[src/hw/rtl/bba_ram.sv]
// Generic simple dual-port RAM with one write port and a registered read port.
`timescale 1ns / 1ps
module bba_ram #(
  parameter int unsigned Width = 8,
  parameter int unsigned Depth = 16
) (
  input  logic                     clk_i,
  input  logic                     we_i,
  input  logic [$clog2(Depth)-1:0] waddr_i,
  input  logic [Width-1:0]         wdata_i,
  input  logic [$clog2(Depth)-1:0] raddr_i,
  output logic [Width-1:0]         rdata_o
);

  logic [Width-1:0] mem [Depth];

  always_ff @(posedge clk_i) begin
    if (we_i) begin
      mem[waddr_i] <= wdata_i;
    end
    rdata_o <= mem[raddr_i];
  end

endmodule

[config.mk]
export PLATFORM = sky130hd
export DESIGN_NAME = bba_ram
export DESIGN_NICKNAME = d
export VERILOG_FILES = /design/src/hw/rtl/bba_ram.sv
export SDC_FILE = /design/constraint.sdc
export NUM_CORES = 1
export LEC_CHECK = 0
export BUFFER_PORTS_ARGS = -buffer_cell sky130_fd_sc_hd__buf_2
export CORE_MARGIN = 2
export CORE_UTILIZATION = 60
export DETAILED_ROUTE_END_ITERATION = 10
export PLACE_DENSITY = 0.84
export SLEW_MARGIN = 20
export SYNTH_ARGS = -nofsm -noshare
export SYNTH_HDL_FRONTEND = slang
export SYNTH_SLANG_ARGS = --single-unit
[constraint.sdc]
create_clock -name clk_i -period 2.9 [get_ports clk_i]
set_input_delay 0.58 -clock clk_i [delete_from_list [all_inputs] [get_ports clk_i]]
set_output_delay 0.58 -clock clk_i [all_outputs]
set_load 0.1 [all_outputs]
======== Yosys cells after proc, flatten, opt, wreduce, memory -nomap -nowiden ========
Memories as Yosys holds them, arrays and structs flattened. A register that Yosys moved wholly into a read port is not among the register bits.
Index checks and enable logic that the tools add are counted.
cells by class
  $add $sub $neg .......................... 0
  multiply operators ...................... 0
  divide/modulo/power cells ............... 0
  $lt $le $gt $ge ......................... 0
  equal/unequal tests ..................... 0
  shifts and indexed selects .............. 0
  mux-type cells .......................... 2
  bitwise operators ....................... 0
  reduce and logical (&&, ||, !) cells .... 0
operators with widths
  kind     count
  $mux W1  2
word-level totals
  flip-flop bits (word level) ............. 0
  bits in latches ......................... 0
  memory bits (writable) .................. 128
  ROM bits ................................ 0
  input bits .............................. 18
  output and inout bits ................... 8
  word-level logic and storage cells ...... 3
  memories kept ........................... 1
memories
  name  depth  width  read ports  clocked after Yosys merged registers in  write ports  line  RTL
  mem   16     8      1           1                                        1            15    logic [Width-1:0] mem [Depth];

======== Depth between registers and ports, before layout ========
  depth after elaboration ................. 2
  mapped depth ............................ 5
  gate-level depth less buffers ........... 3

======== Worst setup path after synthesis ========
Ideal clock, no wire load.
  path kind ............................... input to register
  from .................................... input waddr_i[2]
  to ...................................... memory mem[0][0], enable pin
  library setup time ...................... 0.383 ns
  data arrival time ....................... 1.690 ns
  data required time ...................... 2.517 ns
  path slack .............................. 0.827 ns
  cell stages on the path ................. 2
  buffers on the path ..................... 0
  cell sequence ........................... or3b_2 > nor3_1
RTL lines
  element      line  RTL
  from (decl)  9     input logic [$clog2(Depth)-1:0] waddr_i,
  to (decl)    15
No word-level cell before the write port.

======== Final worst setup path ========
  from .................................... register rdata_o[6] (read register of mem)
  to ...................................... output rdata_o[6]
RTL lines
  element      line  RTL
  from (decl)  12    output logic [Width-1:0] rdata_o
No word-level cell between the ends.

==> results.toml <==
[outcome]
status = "finished, final reports clean"

[grt]
grt_util_all_layers = 0.227
top_usage_layer = "met2"
use_met2 = 0.373
grt_pass1_wl_um = 15500
grt_max_degree = 33
grtUsageMet3 = 0.0556
grt_use_met1 = 0.302
antenna_found_initial = 0
grt_pass1_vias = 2633
grt_overflow_total = 0

[placed_design]
gp_congestion = 0.791
portBuffers = 25
place_area_sq_mm = 0.00542
hpwl_um = 6020

[timing]
holdWs_ns = 0.468
period_share = 0.652
hold_viol_final = 0
setup_tns_ns = 0
tightest_slew_ns = 0.864
maxSlewHeadroom = 0.422
fmax_mhz = 529
min_period_ns = 1.89
slew_violations = 0
setup_violations = 0
skew_ns = 0.0101
rsz0062_at_grt = "no"

[min_path]
holdPathStages = 1
hp-class = "input pin to flop"

[setup_path]
endpoint = "rdata_o[6]"
worstReg2RegEnd = "rdata_o[2]"
reg2regPathDepth = 3
startpoint_type = "flop"
r2r-start = "mem[5][2]"
crit_required_ns = 2.32
path_class = "flop to output port"
cp_slowest_cell = "buf_2"
regToRegSetupSlack_ns = 1.46
cp_max_fo = 1
critPathLaunch = "rdata_o[6]"
critPathArrivalTime_ns = 1.31
cp_num_buf_inv = 1
cp_slowest_stage_delay_ns = 0.45
path_cells = "buf_2"
cp_num_cells = 1
crit_family = "buffers and inverters"
endpoint_kind = "output port"

[power]
power_density_mw_per_mm2 = 751
ir_drop_v = 0.000457
leakagePower_nw = 2.03

[floorplan]
initial_core_util = 0.623
core_sq_mm = 0.00826
fp-row-count = 33
io_pins = 26
dieArea_sq_mm = 0.00934
die_w_um = 96.6
die_y_um = 96.6

[synthesis]
netlist.area_leader.share = 0.747
synth_fp_nets = 247
ys_seq_area_frac = 0.778
syn-instance-count = 229
syn_avg_cell_area_sq_um = 22.5
ys_warn_count = 0
synth.distinct_cells = 19
synth_top_cell_by_area = "edfxtp_1"
ys_ff_latch = 136
synthesis.area_sq_mm = 0.00515
synthTopCellsByArea = "edfxtp_1 75%, mux4_2 7.9%, mux4_1 7.1%, dfxtp_1 3.1%, a22oi_1 2.3%"

[drt]
viasPerCell = 6.52
vias = 2557
wl_um = 9960
wire_per_inst_um = 25.4
drtIter0Drc = 337
ant_nets = 0
drc = 0
drt_first_pass_iters = 5

[run]
cap_violations = 0

[clock_tree]
cts_made_buffers = 17
clkLatencyLatePin_ns = 0.50
post_cts.repair.setup_buffers = 0
hold_buffers = 0
cts.htree.levels = 4
post_cts_resized = 0
cts.path.max_buffers = 2
tritoncts = "done"
cts_root_buf = "clkbuf_8"
clkTransAtPathRegs_ns = 0.06
clkSinkCount = 136

[finish]
area_growth_syn_to_layout_pct = 16.2
layout-drive-gt1-share = 0.300
final_nets = 293
num_antenna_cells = 0
post-route-cell-area_sq_mm = 0.00598
placed cells by master (no fill, tap or decap), drive strengths merged:
master      n
and2        1
nand3b      2
nand2       9
clkbuf     19
a22oi      16
mux4       32
edfxtp    128
nor2       13
nor3        4
dfxtp       8
or3b        1
buf        37
nand3       1
clkinv      7
clkinvlp    3
nand2b      2
bufinv      2
and2b       1
nor2b       1
kinds of logic after synthesis:
| logic type | Yosys count | share of synthesized area |
|---|---|---|
| multiplexers | 32 | 0.150 |
| AND/OR/NAND/NOR | 35 | 0.0318 |
| AO/OA/AOI/OAI | 16 | 0.0233 |
| buffers and inverters | 10 | 0.0168 |
| flip-flops | 136 | 0.778 |
report_power, final:
part	switching (mW)	total (mW)	internal (mW)
clock	0.746	1.98	1.24
sequential	0.0168	2.22	2.20
combinational	0.211	0.295	0.0839
total	0.974	4.49	3.52
sequential cells by signal, indices dropped and copies added (netlist names):
signal	count
mem	128
rdata_o	8
stage by stage:
| stage | utilization | instances | setup slack, ns | total power [mW] |
|---|---|---|---|---|
| detailed placement | 0.656 | 361 | 0.684 | 2.55 |
| global route | 0.724 | 392 | 0.974 | 4.61 |
| global placement | 0.656 | 361 | 0.718 | 2.53 |
| finish | 0.724 | 392 | 1.01 | 4.49 |
| floorplan | - | 229 | 0.827 | 2.46 |
| CTS | 0.724 | 392 | 0.985 | 4.51 |
Yosys cell counts:
cell,count
clkdlybuf4s25_2,3
a22oi_1,16
nor3_1,4
buf_6,3
or3b_2,1
dfxtp_1,8
buf_4,1
nand2_1,9
nand3_1,1
mux4_1,14
edfxtp_1,128
buf_2,3
nor2b_1,1
mux4_2,18
nand2b_1,2
and2b_1,1
nor2_1,13
and2_1,1
nand3b_1,2
worst min-delay path by stage:
stage | endpoint | from
global placement | rdata_o[2] | mem[8][2]
floorplan | rdata_o[0] | mem[7][0]
global route | mem[15][2] | wdata_i[2]
CTS | mem[2][6] | wdata_i[6]
detailed placement | rdata_o[2] | mem[11][2]
finish | mem[2][6] | wdata_i[6]
per-layer routing:
metal  vias up  wire length, um  part of all wire
li1       1065                -                 -
met1      1334             3860              0.39
met2       142             5180              0.52
met3        16              784             0.079
met4         0              139             0.014
met5         -                0                 0
layout make-up:
type | count | area [sq um]
sequential | 136 | 4000
fill | 467 | 2280
multi-input combinational | 83 | 1060
clock buffer | 19 | 432
timing repair buffer | 37 | 228
tap | 105 | 131
clock inverter | 12 | 129
No activity file was read; power rests on OpenSTA's default activity.
